### src/hw/rtl/tcc_pkg.sv
// ---------------------------------------------------------------------------
// tcc_pkg
// types and codes shared by the timer compare/capture/pwm block
// ---------------------------------------------------------------------------
package tcc_pkg;

   // request function codes
   localparam logic [2:0] FUNC_TICK  = 3'd0;
   localparam logic [2:0] FUNC_START = 3'd1;
   localparam logic [2:0] FUNC_STOP  = 3'd2;
   localparam logic [2:0] FUNC_CLEAR = 3'd3;
   localparam logic [2:0] FUNC_READ  = 3'd4;

   // compare output modes
   localparam logic [2:0] MODE_FROZEN = 3'd0;
   localparam logic [2:0] MODE_SET    = 3'd1;
   localparam logic [2:0] MODE_CLEAR  = 3'd2;
   localparam logic [2:0] MODE_TOGGLE = 3'd3;
   localparam logic [2:0] MODE_PWM    = 3'd4;

   // register indexes
   localparam logic [2:0] REG_PRESCALE       = 3'd0;
   localparam logic [2:0] REG_AUTO_RELOAD    = 3'd1;
   localparam logic [2:0] REG_COMPARE_VALUE  = 3'd2;
   localparam logic [2:0] REG_COMPARE_MODE   = 3'd3;
   localparam logic [2:0] REG_IRQ_ENABLE     = 3'd4;
   localparam logic [2:0] REG_CAPTURE_ENABLE = 3'd5;
   localparam logic [2:0] REG_FILTER_SAMPLES = 3'd6;

   // status flag bit positions
   localparam int unsigned FLAG_UPDATE  = 0;
   localparam int unsigned FLAG_CAPTURE = 1;
   localparam int unsigned FLAG_COMPARE = 2;

   typedef struct packed {
      logic [15:0] prescale;
      logic [15:0] auto_reload;
      logic [15:0] compare_value;
      logic [2:0]  compare_mode;
      logic [2:0]  irq_enable;
      logic        capture_enable;
      logic [3:0]  filter_samples;
   } cfg_type;

   localparam cfg_type CFG_RESET = '{
      prescale:       16'd0,
      auto_reload:    16'hFFFF,
      compare_value:  16'd0,
      compare_mode:   MODE_FROZEN,
      irq_enable:     3'd0,
      capture_enable: 1'b0,
      filter_samples: 4'd1
   };

   // one request as it is executed against the timer state
   typedef struct packed {
      logic       fire;
      logic [2:0] func;
      logic       pin_level;
   } step_type;

   // flag events raised by the counter
   typedef struct packed {
      logic update;
      logic compare;
   } cnt_event_type;

endpackage

### src/hw/rtl/tcc_counter.sv
// ---------------------------------------------------------------------------
// tcc_counter
// prescaler, up counter with auto-reload, compare match and output pin
// ---------------------------------------------------------------------------
module tcc_counter #(
   parameter int COUNT_WIDTH = 16
) (
   input  logic                     clock,
   input  logic                     reset,
   input  tcc_pkg::cfg_type         cfg,
   input  tcc_pkg::step_type        step,
   output logic [COUNT_WIDTH-1:0]   count_next,
   output logic                     running_next,
   output logic                     pin_next,
   output tcc_pkg::cnt_event_type   events
);
   import tcc_pkg::*;

   logic [15:0]            psc_ff, psc_in;
   logic [COUNT_WIDTH-1:0] cnt_ff, cnt_in;
   logic                   run_ff, run_in;
   logic                   pin_ff, pin_in;
   logic [COUNT_WIDTH-1:0] adv_cnt;
   logic                   adv_update;

   // count step: wrap at auto-reload, otherwise increment at counter width
   always_comb begin
      adv_update = 32'(cnt_ff) == 32'(cfg.auto_reload);
      adv_cnt    = adv_update ? '0 : cnt_ff + 1'b1;
   end

   // next state for one request
   always_comb begin
      psc_in = psc_ff;
      cnt_in = cnt_ff;
      run_in = run_ff;
      pin_in = pin_ff;
      events = '0;
      if (step.fire) begin
         case (step.func)
            FUNC_TICK: begin
               if (run_ff) begin
                  if (psc_ff >= cfg.prescale) begin
                     psc_in        = '0;
                     cnt_in        = adv_cnt;
                     events.update = adv_update;
                     if (32'(adv_cnt) == 32'(cfg.compare_value)) begin
                        events.compare = 1'b1;
                        case (cfg.compare_mode)
                           MODE_SET:    pin_in = 1'b1;
                           MODE_CLEAR:  pin_in = 1'b0;
                           MODE_TOGGLE: pin_in = ~pin_ff;
                           default:     pin_in = pin_ff;
                        endcase
                     end
                  end else begin
                     psc_in = psc_ff + 16'd1;
                  end
               end
            end
            FUNC_START: run_in = 1'b1;
            FUNC_STOP: begin
               run_in = 1'b0;
               cnt_in = '0;
               psc_in = '0;
            end
            default: ;
         endcase
         // pwm level follows the final count of every request
         if (cfg.compare_mode == MODE_PWM) begin
            pin_in = 32'(cnt_in) < 32'(cfg.compare_value);
         end
      end
   end

   always_ff @(posedge clock) begin
      if (reset) begin
         psc_ff <= '0;
         cnt_ff <= '0;
         run_ff <= 1'b0;
         pin_ff <= 1'b0;
      end else begin
         psc_ff <= psc_in;
         cnt_ff <= cnt_in;
         run_ff <= run_in;
         pin_ff <= pin_in;
      end
   end

   assign count_next   = cnt_in;
   assign running_next = run_in;
   assign pin_next     = pin_in;

endmodule

### src/hw/rtl/tcc_capture.sv
// ---------------------------------------------------------------------------
// tcc_capture
// input pin glitch filter and rising-edge capture latch
// ---------------------------------------------------------------------------
module tcc_capture #(
   parameter int COUNT_WIDTH = 16
) (
   input  logic                   clock,
   input  logic                   reset,
   input  tcc_pkg::cfg_type       cfg,
   input  tcc_pkg::step_type      step,
   input  logic [COUNT_WIDTH-1:0] count_next,
   output logic [15:0]            latch_next,
   output logic                   capture_hit
);
   import tcc_pkg::*;

   logic [3:0]  run_ff, run_in;
   logic        filt_ff, filt_in;
   logic [15:0] latch_ff, latch_in;
   logic [3:0]  need;
   logic [3:0]  run_inc;
   logic [31:0] count_wide;

   // filter runs on every tick, running or not
   always_comb begin
      need        = (cfg.filter_samples == 4'd0) ? 4'd1 : cfg.filter_samples;
      run_inc     = run_ff + 4'd1;
      count_wide  = 32'(count_next);
      run_in      = run_ff;
      filt_in     = filt_ff;
      latch_in    = latch_ff;
      capture_hit = 1'b0;
      if (step.fire && step.func == FUNC_TICK) begin
         if (step.pin_level == filt_ff) begin
            run_in = 4'd0;
         end else begin
            run_in = run_inc;
            if (run_inc >= need) begin
               run_in  = 4'd0;
               filt_in = step.pin_level;
               // capture the count after this tick's advance
               if (step.pin_level && cfg.capture_enable) begin
                  latch_in    = count_wide[15:0];
                  capture_hit = 1'b1;
               end
            end
         end
      end
   end

   always_ff @(posedge clock) begin
      if (reset) begin
         run_ff   <= '0;
         filt_ff  <= 1'b0;
         latch_ff <= '0;
      end else begin
         run_ff   <= run_in;
         filt_ff  <= filt_in;
         latch_ff <= latch_in;
      end
   end

   assign latch_next = latch_in;

endmodule

### src/hw/rtl/timer_compare_capture_pwm_top.sv
// ---------------------------------------------------------------------------
// timer_compare_capture_pwm_top
// general purpose timer: prescaler, up counter, compare/pwm and capture
// ---------------------------------------------------------------------------
//  channel  direction  handshake             payload
//  req      in         req_valid/req_ready   func, pin_level, clear_mask
//  rsp      out        rsp_valid/rsp_ready   count, capture, flags, irq, pins
//  csr      in         csr_valid/csr_ready   csr_index, csr_wdata
//
//  one request per cycle sustained while rsp_ready holds; a request moves
//  from the input register to the response register as the timer state
//  updates on it, and that update sets the rate
//  a response waiting on rsp_ready lets one more request into the input
//  register, then req_ready drops until the response is taken
//  synchronous reset clears valids and timer state and loads register defaults
//  csr writes are always ready and take effect at once
// ---------------------------------------------------------------------------
module timer_compare_capture_pwm_top #(
   parameter int COUNT_WIDTH = 16
) (
   input  logic        clock,
   input  logic        reset,
   input  logic        req_valid,
   output logic        req_ready,
   input  logic [2:0]  req_func,
   input  logic        req_pin_level,
   input  logic [2:0]  req_clear_mask,
   output logic        rsp_valid,
   input  logic        rsp_ready,
   output logic [15:0] rsp_count_now,
   output logic [15:0] rsp_captured_count,
   output logic [2:0]  rsp_flags,
   output logic        rsp_irq,
   output logic        rsp_out_level,
   output logic        rsp_is_running,
   input  logic        csr_valid,
   output logic        csr_ready,
   input  logic [2:0]  csr_index,
   input  logic [15:0] csr_wdata
);
   import tcc_pkg::*;

   cfg_type                cfg_ff;
   logic                   s1_valid_ff;
   logic [2:0]             s1_func_ff;
   logic                   s1_pin_ff;
   logic [2:0]             s1_mask_ff;
   logic                   advance;
   step_type               step;
   logic [COUNT_WIDTH-1:0] count_next;
   logic                   running_next;
   logic                   pin_next;
   cnt_event_type          events;
   logic [15:0]            latch_next;
   logic                   capture_hit;
   logic [2:0]             flags_ff, flags_in;
   logic [31:0]            count_wide;
   logic                   rsp_valid_ff;
   logic [15:0]            rsp_count_ff, rsp_capture_ff;
   logic [2:0]             rsp_flags_ff;
   logic                   rsp_irq_ff, rsp_level_ff, rsp_running_ff;

   // configuration registers
   assign csr_ready = 1'b1;

   always_ff @(posedge clock) begin
      if (reset) begin
         cfg_ff <= CFG_RESET;
      end else if (csr_valid) begin
         case (csr_index)
            REG_PRESCALE:       cfg_ff.prescale       <= csr_wdata;
            REG_AUTO_RELOAD:    cfg_ff.auto_reload    <= csr_wdata;
            REG_COMPARE_VALUE:  cfg_ff.compare_value  <= csr_wdata;
            REG_COMPARE_MODE:   cfg_ff.compare_mode   <= csr_wdata[2:0];
            REG_IRQ_ENABLE:     cfg_ff.irq_enable     <= csr_wdata[2:0];
            REG_CAPTURE_ENABLE: cfg_ff.capture_enable <= csr_wdata[0];
            REG_FILTER_SAMPLES: cfg_ff.filter_samples <= csr_wdata[3:0];
            default: ;
         endcase
      end
   end

   // input register, refills in the cycle it drains
   assign advance   = s1_valid_ff && (!rsp_valid_ff || rsp_ready);
   assign req_ready = !s1_valid_ff || advance;

   always_ff @(posedge clock) begin
      if (reset) begin
         s1_valid_ff <= 1'b0;
      end else if (req_ready) begin
         s1_valid_ff <= req_valid;
      end
   end

   always_ff @(posedge clock) begin
      if (req_valid && req_ready) begin
         s1_func_ff <= req_func;
         s1_pin_ff  <= req_pin_level;
         s1_mask_ff <= req_clear_mask;
      end
   end

   assign step = '{fire: advance, func: s1_func_ff, pin_level: s1_pin_ff};

   tcc_counter #(
      .COUNT_WIDTH(COUNT_WIDTH)
   ) u_counter (
      .clock        (clock),
      .reset        (reset),
      .cfg          (cfg_ff),
      .step         (step),
      .count_next   (count_next),
      .running_next (running_next),
      .pin_next     (pin_next),
      .events       (events)
   );

   tcc_capture #(
      .COUNT_WIDTH(COUNT_WIDTH)
   ) u_capture (
      .clock       (clock),
      .reset       (reset),
      .cfg         (cfg_ff),
      .step        (step),
      .count_next  (count_next),
      .latch_next  (latch_next),
      .capture_hit (capture_hit)
   );

   // status flags: set by events, cleared by mask
   always_comb begin
      flags_in = flags_ff;
      if (advance) begin
         flags_in[FLAG_UPDATE]  = flags_ff[FLAG_UPDATE] | events.update;
         flags_in[FLAG_COMPARE] = flags_ff[FLAG_COMPARE] | events.compare;
         flags_in[FLAG_CAPTURE] = flags_ff[FLAG_CAPTURE] | capture_hit;
         if (s1_func_ff == FUNC_CLEAR) begin
            flags_in = flags_in & ~s1_mask_ff;
         end
      end
   end

   always_ff @(posedge clock) begin
      if (reset) begin
         flags_ff <= '0;
      end else begin
         flags_ff <= flags_in;
      end
   end

   // response register
   assign count_wide = 32'(count_next);

   always_ff @(posedge clock) begin
      if (reset) begin
         rsp_valid_ff <= 1'b0;
      end else if (advance) begin
         rsp_valid_ff <= 1'b1;
      end else if (rsp_ready) begin
         rsp_valid_ff <= 1'b0;
      end
   end

   always_ff @(posedge clock) begin
      if (advance) begin
         rsp_count_ff   <= count_wide[15:0];
         rsp_capture_ff <= latch_next;
         rsp_flags_ff   <= flags_in;
         rsp_irq_ff     <= |(flags_in & cfg_ff.irq_enable);
         rsp_level_ff   <= pin_next;
         rsp_running_ff <= running_next;
      end
   end

   assign rsp_valid          = rsp_valid_ff;
   assign rsp_count_now      = rsp_count_ff;
   assign rsp_captured_count = rsp_capture_ff;
   assign rsp_flags          = rsp_flags_ff;
   assign rsp_irq            = rsp_irq_ff;
   assign rsp_out_level      = rsp_level_ff;
   assign rsp_is_running     = rsp_running_ff;

endmodule

### config.mk
export PLATFORM = sky130hd
export DESIGN_NAME = timer_compare_capture_pwm_top
export DESIGN_NICKNAME = d
export VERILOG_FILES = /design/src/hw/rtl/tcc_pkg.sv /design/src/hw/rtl/tcc_counter.sv /design/src/hw/rtl/tcc_capture.sv /design/src/hw/rtl/timer_compare_capture_pwm_top.sv
export SDC_FILE = /design/constraint.sdc
export NUM_CORES = 1
export LEC_CHECK = 0
export BUFFER_PORTS_ARGS = -buffer_cell sky130_fd_sc_hd__buf_2
export CAP_MARGIN = 40
export CORE_ASPECT_RATIO = 1.25
export CORE_UTILIZATION = 60
export DETAILED_ROUTE_END_ITERATION = 7
export GPL_TIMING_DRIVEN = 1
export PLACE_DENSITY_LB_ADDON = 0.15
export SLEW_MARGIN = 20
export SYNTH_ARGS = -nofsm -noshare
export SYNTH_HDL_FRONTEND = slang
export SYNTH_SLANG_ARGS = --single-unit
### constraint.sdc
create_clock -name clock -period 4 [get_ports clock]
set_input_delay 0.8 -clock clock [delete_from_list [all_inputs] [get_ports clock]]
set_output_delay 0.8 -clock clock [all_outputs]
set_load 0.02 [all_outputs]
==> reports/results.ini, run 1 <==
[run_status]
status=finished clean

[cells_and_area]
final_layout_size_suffix_gt1_share_pct=16.8
area_growth_syn_to_layout_pct=15.6
final_cell_area_sq_um=10100
multi_input_area_sq_um=4560
fillerInstances=1139
nets=1156
regArea_sq_um=3730
diodes=0
final_core_util_pct=72.2

[timing]
setup_tns_ns=0
report.final.hold_viol_count=0
fin_skew_ns=0.00652
period_minus_slack_ns=3.79
tightest_slew_ns=0.631
final.setup.worst_slack_ns=0.214
fmax_mhz=264
setup_viol=0
finalCritPeriodShare_pct=94.6
slew_violations=0
max-slew-margin-rel_pct=57.9

[logic_synthesis]
synth_fa_ha_area_share_pct=5.44
synthFlopType=dfxtp_1
synthCells=1003
synth_xor_area_share_pct=4.93
ys_warn_count=0
synth.top_cell.area_share_pct=27.3
syn-cell-area_sq_um=8740
synth-simple-area-share_pct=21.5
netlist_top_cells_area=dfxtp_1 27%, edfxtp_1 15%, nand2_1 7.4%
synth.distinct_cells=72
synthMuxAreaShare_pct=2.11
synth_common_cells=172 x nand2_1, 119 x dfxtp_1, 84 x a21oi_1
syn-num-nets=1072
synth_compound_area_share_pct=17.6
synth_edf_count=45
postSynth.asyncResetShare_pct=0
yosysSeqAreaShare_pct=42.7
synth_seq_cells=164
yosysMostFrequentCell=nand2_1
synth_top_area_cell=dfxtp_1
synth_top_family_by_area=simple AND/OR/NAND/NOR gates
avgSynthCellArea_sq_um=8.71

[drt]
vias=7703
drt-wirelength-per-cell_um=18.5
drcViolationCount=0
totalWireLength_um=23500
ant_nets=0
via_per_inst=6.04
drt_pass1_iterations=5
drt_iter0_markers=564

[setup_path]
rr_startpoint=cfg_ff[53]
worstSetupPathType=register to register
worstPathRequired_ns=4.18
r2r-end=rsp_out_level
crit_arrival_ns=3.96
crit_path_start_kind=register
critPathLaunch=cfg_ff[53]
end_kind=register
r2r.worst_path.cells=19
crit_path_max_fanout=16
ff2ff_setup_slack_ns=0.21
crit_end=rsp_out_level

[clock_network]
clock_latency_ns=0.43
cts-buffers-inserted=17
clkTransAtPathRegs_ns=0.06
clockRootBuffer=clkbuf_16
clockBufferDepth=2
clock-sinks=164
h-tree-depth=4
cts_tree=done

[placed_design]
place_ws_ns=0.156
port_buffers=70
placed_cell_area_sq_um=9420
dp_hpwl_um=17500
gp_congestion=1.04

[floorplanning]
die_w_um=110
rows=48
start_util_pct=62.4
die_height_um=137
dieArea_sq_um=15100
io_pins=72
coreArea_sq_um=14000

[pwr]
p_int_mw=2.89
power-per-cell-area_nw_per_um2=371
switching_share_pct=22.9
power.total_mw=3.74
combPwrFrac_pct=6.9
power.leakage_nw=4.10
p_clk_share_pct=46.0
p_seq_share_pct=47.1
p_switching_mw=0.856
ir_drop_mv=0.285

[grt]
antenna_found_initial=0
grt_pass1_vias=7266
overflow=0
grt_max_degree=49
gr-usage-all-layers_pct=33.4
grt_pass1_wl_um=37400

[run]
maxCapViolCount=0

[min_path]
worstHoldPathType=register to register

==> worst min-delay path by stage <==
stage               start    endpoint  cells past startpoint
6_report       cfg_ff[52]  cfg_ff[52]                      2
5_1_grt        cfg_ff[57]  cfg_ff[57]                      2
4_1_cts        cfg_ff[55]  cfg_ff[55]                      2
3_5_place_dp   cfg_ff[55]  cfg_ff[55]                      2
3_3_place_gp   cfg_ff[49]  cfg_ff[49]                      2
2_1_floorplan  cfg_ff[44]  cfg_ff[44]                      2
==> final cells by class <==
| class | instances | area share (%) |
|---|---|---|
| clock buffer | 20 | 4.42 |
| clock inverter | 12 | 1.76 |
| inverter | 57 | 2.12 |
| multi-input combinational | 726 | 45.2 |
| sequential | 164 | 37.0 |
| tap | 175 | 2.17 |
| timing repair buffer | 121 | 7.39 |
==> cells by family after synthesis <==
kind of cell / after synthesis
flip-flops: 164
multiplexers: 18
other: 1
AND/OR/NAND/NOR: 396
AO/OA/AOI/OAI: 227
buffers and inverters: 113
XOR/XNOR: 46
adder cells (fa/ha/maj): 38
==> what timing repair did <==
item	CTS	global route
setup buffers	0	2
hold buffers	0	0
gates resized for setup	0	8
endpoints found under the setup margin	0	2
==> power by group through the flow <==
stage	logic, mW	registers (mW)	clock network, mW
2_1_floorplan	0.127	1.82	0
5_1_grt	0.278	1.77	1.81
3_5_place_dp	0.246	1.80	0
4_1_cts	0.248	1.76	1.73
6_report	0.258	1.76	1.72
3_3_place_gp	0.244	1.80	0
==> critical path, cell delays in order (launching register included) <==
cell      delay, ns
dfxtp_1        0.33
inv_1          0.05
ha_1           0.30
and4_1         0.24
a21oi_1        0.09
o211ai_1       0.27
a41o_1         0.21
buf_4          0.26
nand2_1        0.15
a22oi_1        0.19
o21ai_0        0.10
ha_1           0.31
a21o_1         0.10
a21o_1         0.12
a21oi_1        0.10
a211o_1        0.27
nand2_1        0.08
o31ai_2        0.07
a41oi_2        0.20
nand2_1        0.08
==> state kept, by name (all words and copies together), names as in the netlist <==
register            cells
cfg_ff                 59
rsp_captured_count     16
rsp_count_now          16
u_capture.latch_ff     16
u_counter.cnt_ff       16
u_counter.psc_ff       16
u_capture.run_ff        4
flags_ff                3
rsp_flags               3
s1_func_ff              3
s1_mask_ff              3
rsp_irq                 1
rsp_is_running          1
rsp_out_level           1
rsp_valid               1
s1_pin_ff               1
s1_valid_ff             1
u_capture.filt_ff       1
u_counter.pin_ff        1
u_counter.run_ff        1
==> layer usage <==
metal,routed length (um),track usage [%],part of all wire [%]
met4,1040,17.3,4.4
met2,11400,55.3,48
met3,1260,5.19,5.3
met1,9840,41.4,42
met5,0,0,0
==> layout by cell type, fill, tap and decap left out, types with 6 or more instances in the layout <==
cell type	netlist	layout
nand2_1	172	172
dfxtp_1	119	119
a21oi_1	84	83
nor2_1	80	80
buf_2	9	70
inv_1	57	57
buf_4	5	50
edfxtp_1	45	45
nand3_1	42	42
ha_1	38	38
o21ai_0	27	27
xor2_1	25	25
xnor2_1	19	19
clkbuf_16	0	17
and2_1	16	16
mux2i_1	15	15
a211oi_1	14	14
nand4_1	13	13
nor3_1	12	12
a22oi_1	12	11
a21o_1	11	11
nor2b_1	10	10
or3_1	9	9
o22ai_1	7	7
a2bb2oi_1	7	7
o211ai_1	7	7
and3_1	7	7
a31oi_1	7	6
==> through the flow <==
| step | hold WS (ns) | instances |
|---|---|---|
| final | 0.456 | 1275 |
| after floorplan | 0.436 | 1003 |
| after global routing | 0.470 | 1275 |
| after global placement | 0.443 | 1241 |
| after detailed placement | 0.447 | 1241 |
| after CTS | 0.456 | 1273 |
(Power assumes the default switching activity.)
==> run 2, diff against run 1 <==
--- a/config.mk
+++ b/config.mk
@@ -5,6 +5,7 @@
 export SDC_FILE = /design/constraint.sdc
 export NUM_CORES = 1
 export LEC_CHECK = 0
+export ABC_AREA = 1
 export BUFFER_PORTS_ARGS = -buffer_cell sky130_fd_sc_hd__buf_2
 export CAP_MARGIN = 40
 export CORE_ASPECT_RATIO = 1.25
@@ -12,6 +13,7 @@
 export DETAILED_ROUTE_END_ITERATION = 7
 export GPL_TIMING_DRIVEN = 1
 export PLACE_DENSITY_LB_ADDON = 0.15
+export SKIP_LAST_GASP = 1
 export SLEW_MARGIN = 20
 export SYNTH_ARGS = -nofsm -noshare
 export SYNTH_HDL_FRONTEND = slang
==> reports/results.ini, run 2 <==
[drt]
drt_pass1_iterations=8  ; +3
totalWireLength_um=20400  ; -13%
drt_iter0_markers=397  ; -30%
drcViolationCount=0  ; unchanged
drt-wirelength-per-cell_um=15.3  ; -17%
vias=7300  ; -5.2%
via_per_inst=5.46  ; -9.7%
ant_nets=0  ; unchanged

[floorplanning]
start_util_pct=62.0  ; -0.46 points
die_w_um=107  ; -2.4%
coreArea_sq_um=13400  ; -4.2%
io_pins=72  ; unchanged
die_height_um=134  ; -2.4%
dieArea_sq_um=14300  ; -4.8%
rows=47  ; -2.1%

[logic_synthesis]
synthFlopType=dfxtp_1
synth_seq_cells=164  ; unchanged
synth.distinct_cells=44  ; -39%
synthCells=1083  ; +8.0%
netlist_top_cells_area=dfxtp_1 29%, edfxtp_1 16%, nand2_1 11%
yosysMostFrequentCell=nand2_1
ys_warn_count=0  ; unchanged
syn-cell-area_sq_um=8310  ; -4.9%
avgSynthCellArea_sq_um=7.67  ; -12%
synth.top_cell.area_share_pct=28.7  ; +1.4 points
syn-num-nets=1152  ; +7.5%
yosysSeqAreaShare_pct=44.9  ; +2.2 points
synth_common_cells=237 x nand2_1, 134 x inv_1, 119 x dfxtp_1
synth_edf_count=45  ; unchanged
synth_top_area_cell=dfxtp_1
postSynth.asyncResetShare_pct=0  ; unchanged

[cells_and_area]
diodes=0  ; unchanged
top_register=cfg_ff
area_growth_syn_to_layout_pct=13.6
final_cell_mix=236 x nand2_1, 132 x inv_1, 119 x dfxtp_1, 96 x nor2_1, 78 x o21ai_0
nets=1223  ; +5.8%
largest_reg_flops=59  ; unchanged
layout_commonest_cell=nand2_1
final_cell_area_sq_um=9440  ; -6.5%
final_layout_size_suffix_gt1_share_pct=16.1  ; -0.71 points

[clock_network]
h-tree-depth=4  ; unchanged
cts_tree=done
clockBufferDepth=2  ; unchanged
cts-buffers-inserted=17  ; unchanged
clockRootBuffer=clkbuf_16
clkTransAtPathRegs_ns=0.07  ; about the same
clock_latency_ns=0.43  ; about the same
clock-sinks=164  ; unchanged

[setup_path]
rr_startpoint=u_counter.psc_ff[9]
worstSetupPathType=register to register
crit_arrival_ns=3.80  ; -0.16 ns
crit_path_max_fanout=6  ; -10
crit_slowest_cell=dfxtp_1
end_kind=register
r2r-end=rsp_out_level
ff2ff_setup_slack_ns=0.50  ; +0.28 ns
cp_cell_sequence=ha_1, a21oi_1, o21ai_0, a21oi_1, nand2_1, nand2_2, clkinvlp_2, o211ai_1, o21ai_0, ha_1, a21oi_1, nor2_1, a211oi_1, nand2_1, nand2_1, nand2_1, nand3_1, nand2_1, inv_1
crit_path_start_kind=register
max_stage_delay_ns=0.41  ; +0.08 ns
worstPathRequired_ns=4.30  ; +0.12 ns
path_delay_family=compound AO/OA/AOI/OAI gates
cp_common_cell=nand2_1
crit_buf_inv=2  ; unchanged
r2r.worst_path.cells=19  ; unchanged

[run_status]
status=finished clean

[timing]
setup_viol=0  ; unchanged
period_minus_slack_ns=3.50  ; -0.284 ns
tightest_slew_ns=0.793  ; +0.161 ns
fin_skew_ns=0.0112  ; +0.00468 ns
setup_tns_ns=0  ; unchanged
finalCritPeriodShare_pct=87.5  ; -7.1 points
slew_violations=0  ; unchanged
rsz0062_at_grt=no
max-slew-margin-rel_pct=46.9  ; -11 points
report.final.hold_viol_count=0  ; unchanged
fmax_mhz=286  ; +8.1%

[grt]
grt_pass1_wl_um=33000  ; -12%
antenna_found_initial=0  ; unchanged
gr-usage-all-layers_pct=29.8  ; -3.5 points
overflow=0  ; unchanged
grt_max_degree=42  ; -14%
grt_pass1_vias=6755  ; -7.0%

[placed_design]
port_buffers=70  ; unchanged
gp_congestion=0.880  ; -15%
dp_hpwl_um=14300  ; -19%
placed_cell_area_sq_um=8830  ; -6.2%

[pwr]
power-per-cell-area_nw_per_um2=381  ; +2.6%
ir_drop_mv=0.258  ; -9.4%
power.leakage_nw=4.20  ; +2.5%

[min_path]
worstHoldPathType=register to register
min_from=cfg_ff[48]
holdPathEnd=cfg_ff[48]
min_path_cells=2  ; unchanged

[run]
maxCapViolCount=0  ; unchanged

-- run 2: cell types whose count changed after synthesis, sizes merged, moves of 12 or more --
cell / change
a211oi: -12
a21oi: -14
a22oi: -12
buf: -15
inv: +98
mux2i: -15
nand2: +70
nor2: +29
o211ai: +24
o21ai: +64
or2: +18
xnor2: -17
-- run 2: layout make-up --
cell class                      instances  area [sq um]
Clock buffer                           19           433
Clock inverter                         13           125
Fill cell                            1140          3970
Inverter                              156           589
Multi-Input combinational cell        727          3830
Sequential cell                       164          3730
Tap cell                              171           214
Timing Repair Buffer                   86           498
Timing Repair inverter                  2          12.5
-- run 2: per-stage QoR --
stage	hold slack, ns	total power [mW]	util [%]	std cells	worst slack [ns]
floorplan	0.430	1.96	-	1083	0.916
CTS	0.467	3.59	70.0	1333	0.276
global placement	0.445	2.05	65.6	1300	0.403
detailed placement	0.457	2.05	65.9	1301	0.293
global route	0.483	3.69	70.4	1338	0.150
finish	0.464	3.59	70.4	1338	0.498
-- run 2: power by group --
group | internal, mW | switching, mW | total, mW | leakage, nW
Combinational | 0.0787 | 0.180 | 0.259 | 2.53
Clock | 0.865 | 0.703 | 1.57 | 0.262
Sequential | 1.75 | 0.0182 | 1.76 | 1.40
Total | 2.69 | 0.901 | 3.59 | 4.20
-- run 2: metal layers --
layer	wire length (um)	up-vias	track usage (%)
met3	1190	42	3.72
met4	446	0	11.0
met5	0	-	0
li1	-	3691	-
met1	8730	3321	38.0
met2	10000	246	51.4
-- run 2: kinds of logic after synthesis --
group	count (synthesis)	share of synthesized area (%)
AO/OA/AOI/OAI	215	14.5
XOR/XNOR	16	1.69
adder cells (fa/ha/maj)	38	5.72
buffers and inverters	192	9.03
flip-flops	164	44.9
other	1	0.0451
AND/OR/NAND/NOR	457	24.1
-- run 2: worst max path at each step --
stage               cells past startpoint  slack [ns]             to                 from
floorplan                              26        0.92  rsp_out_level           cfg_ff[50]
global route                           18        0.15  rsp_out_level  u_counter.psc_ff[9]
CTS                                    23        0.28  rsp_out_level  u_counter.psc_ff[7]
global placement                       23        0.40  rsp_out_level  u_counter.psc_ff[7]
detailed placement                     24        0.29  rsp_out_level           cfg_ff[50]
finish                                 19        0.50  rsp_out_level  u_counter.psc_ff[9]
-- run 2: worst min-delay path, stage by stage (launching register included) --
cell,delay (ns)
dfxtp_1,0.30
inv_1,0.06
a21oi_1,0.06
-- run 2: repair_timing --
item	in CTS	in global routing
setup endpoints to repair	0	1
gates resized for setup	0	3
buffers inserted	0	2
hold buffers	0	0
==> run 3, diff against run 2 <==
--- a/config.mk
+++ b/config.mk
@@ -10,6 +10,7 @@
 export CAP_MARGIN = 40
 export CORE_ASPECT_RATIO = 1.25
 export CORE_UTILIZATION = 60
+export CTS_BUF_LIST = sky130_fd_sc_hd__clkbuf_16
 export DETAILED_ROUTE_END_ITERATION = 7
 export GPL_TIMING_DRIVEN = 1
 export PLACE_DENSITY_LB_ADDON = 0.15
==> reports/results.ini, run 3 (synthesized netlist as in run 2, its figures left out) <==
[run_status]
status=finished, violations left
violations=design-rule violations

[placed_design]
dp_hpwl_um=14300  ; unchanged
place_ws_ns=0.293  ; unchanged
port_buffers=70  ; unchanged
gp_congestion=0.880  ; unchanged
place_inst=1301  ; unchanged

[timing]
fmax_mhz=284  ; -0.70%
rsz0062_at_grt=no
report.final.hold_viol_count=0  ; unchanged
period_minus_slack_ns=3.53  ; +0.0246 ns
setup_viol=0  ; unchanged
tightest_slew_ns=0.792  ; -0.000404 ns
hold_slack_ns=0.464  ; -0.000178 ns
max-slew-margin-rel_pct=47.1  ; +0.22 points
finalCritPeriodShare_pct=88.2  ; +0.61 points
fin_skew_ns=0.0114  ; +0.000245 ns
setup_tns_ns=0  ; unchanged
slew_violations=0  ; unchanged
final.setup.worst_slack_ns=0.474  ; -0.0246 ns

[min_path]
worstHoldPathType=register to register

[grt]
grt_max_degree=42  ; unchanged
antenna_found_initial=0  ; unchanged
grt_pass1_vias=6755  ; unchanged
overflow=0  ; unchanged
gr-usage-all-layers_pct=29.8  ; unchanged
grt_pass1_wl_um=33000  ; unchanged

[pwr]
ir_drop_mv=0.258  ; about the same
power.total_mw=3.59  ; -0.17%
power.leakage_nw=4.21  ; +0.20%
power-per-cell-area_nw_per_um2=380  ; -0.17%

[floorplanning]
die_height_um=134  ; unchanged
dieArea_sq_um=14300  ; unchanged
die_w_um=107  ; unchanged
coreArea_sq_um=13400  ; unchanged
io_pins=72  ; unchanged
start_util_pct=62.0  ; unchanged
rows=47  ; unchanged

[setup_path]
max_stage_delay_ns=0.41  ; about the same
crit_path_max_fanout=6  ; unchanged
ff2ff_setup_slack_ns=0.47  ; -0.02 ns
crit_path_start_kind=register
worstPathRequired_ns=4.30  ; about the same
crit_arrival_ns=3.83  ; +0.03 ns
worstSetupPathType=register to register
cp_cell_sequence=ha_1, a21oi_1, o21ai_0, a21oi_1, nand2_1, nand2_2, clkinvlp_2, o211ai_1, o21ai_0, ha_1, a21oi_1, nor2_1, a211oi_1, nand2_1, nand2_1, nand2_1, nand3_1, nand2_1, inv_1
cp_common_cell=nand2_1
crit_slowest_cell=dfxtp_1
end_kind=register

[drt]
vias=7302  ; +0.027%
drt-wirelength-per-cell_um=15.3  ; about the same
totalWireLength_um=20400  ; about the same
drcViolationCount=2  ; +2
via_per_inst=5.46  ; about the same
drt_pass1_iterations=8  ; unchanged
ant_nets=0  ; unchanged
drt_iter0_markers=394  ; -0.76%

[cells_and_area]
nets=1223  ; unchanged
final_cell_mix=236 x nand2_1, 134 x inv_1, 119 x dfxtp_1, 96 x nor2_1, 78 x o21ai_0
diodes=0  ; unchanged
largest_reg_flops=59  ; unchanged
layout_commonest_cell=nand2_1
fin_cells=1338  ; unchanged
top_register=cfg_ff
area_growth_syn_to_layout_pct=13.6  ; unchanged
fillerInstances=1140  ; unchanged
final_layout_size_suffix_gt1_share_pct=16.1  ; unchanged

[clock_network]
cts_tree=done
cts-buffers-inserted=17  ; unchanged
clockRootBuffer=clkbuf_16
clkTransAtPathRegs_ns=0.06  ; about the same
clock-sinks=164  ; unchanged
clockBufferDepth=2  ; unchanged
clock_latency_ns=0.43  ; about the same
h-tree-depth=4  ; unchanged
ctsHoldBuffers=0  ; unchanged

[run]
maxCapViolCount=0  ; unchanged

[run 3: cell count changes in the layout (fill, tap and decap cells not counted), sizes merged]
cell,delta
clkbuf,-2
inv,+2
[run 3: worst paths after layout]
kind | to | start | cells after the start
hold / removal | cfg_ff[48] | cfg_ff[48] | 2
setup / recovery | rsp_out_level | u_counter.psc_ff[9] | 19
hold reg to reg | cfg_ff[48] | cfg_ff[48] | 2
setup reg to reg | rsp_out_level | u_counter.psc_ff[9] | 19
[run 3: worst max-delay path: cells and delay by family (launching register included)]
family / cells / cell delay [ns]
AO/OA/AOI/OAI: 7 / 1.22
adder cells (fa/ha/maj): 2 / 0.59
buffers and inverters: 2 / 0.33
flip-flops: 1 / 0.41
AND/OR/NAND/NOR: 8 / 0.82
[run 3: repair_timing]
action	in CTS	in global routing
gates resized for setup	0	3
endpoints found under the setup margin	0	1
setup buffers	0	2
[run 3: metrics by stage]
step / area, sq um / utilization (%)
global placement: 8800 / 65.6
global route: 9440 / 70.4
detailed placement: 8830 / 65.9
CTS: 9390 / 70.0
finish: 9440 / 70.4
floorplan: 8310 / -
[run 3: where the power goes]
group          internal [mW]  leakage, nW  switching, mW  total, mW
clock                  0.860        0.271          0.702       1.56
sequential              1.75         1.40         0.0182       1.76
combinational         0.0787         2.53          0.180      0.259
[run 3: area by class of cell]
type	instances	area, sq um	area share (%)
clock buffers	17	425	4.51
clock inverters	15	133	1.41
inverters	156	589	6.25
multi-input cells	727	3830	40.6
flip-flops and latches	164	3730	39.6
well taps	171	214	2.27
repair buffers	86	498	5.28
repair inverters	2	12.5	0.133
[run 3: routing by layer]
layer | vias up | part of all wire, % | GRT usage [%]
met5 | - | 0 | 0
met4 | 0 | 2.2 | 11.0
met3 | 42 | 6.6 | 3.72
met2 | 249 | 49 | 51.4
met1 | 3315 | 42 | 38.0
li1 | 3696 | - | -
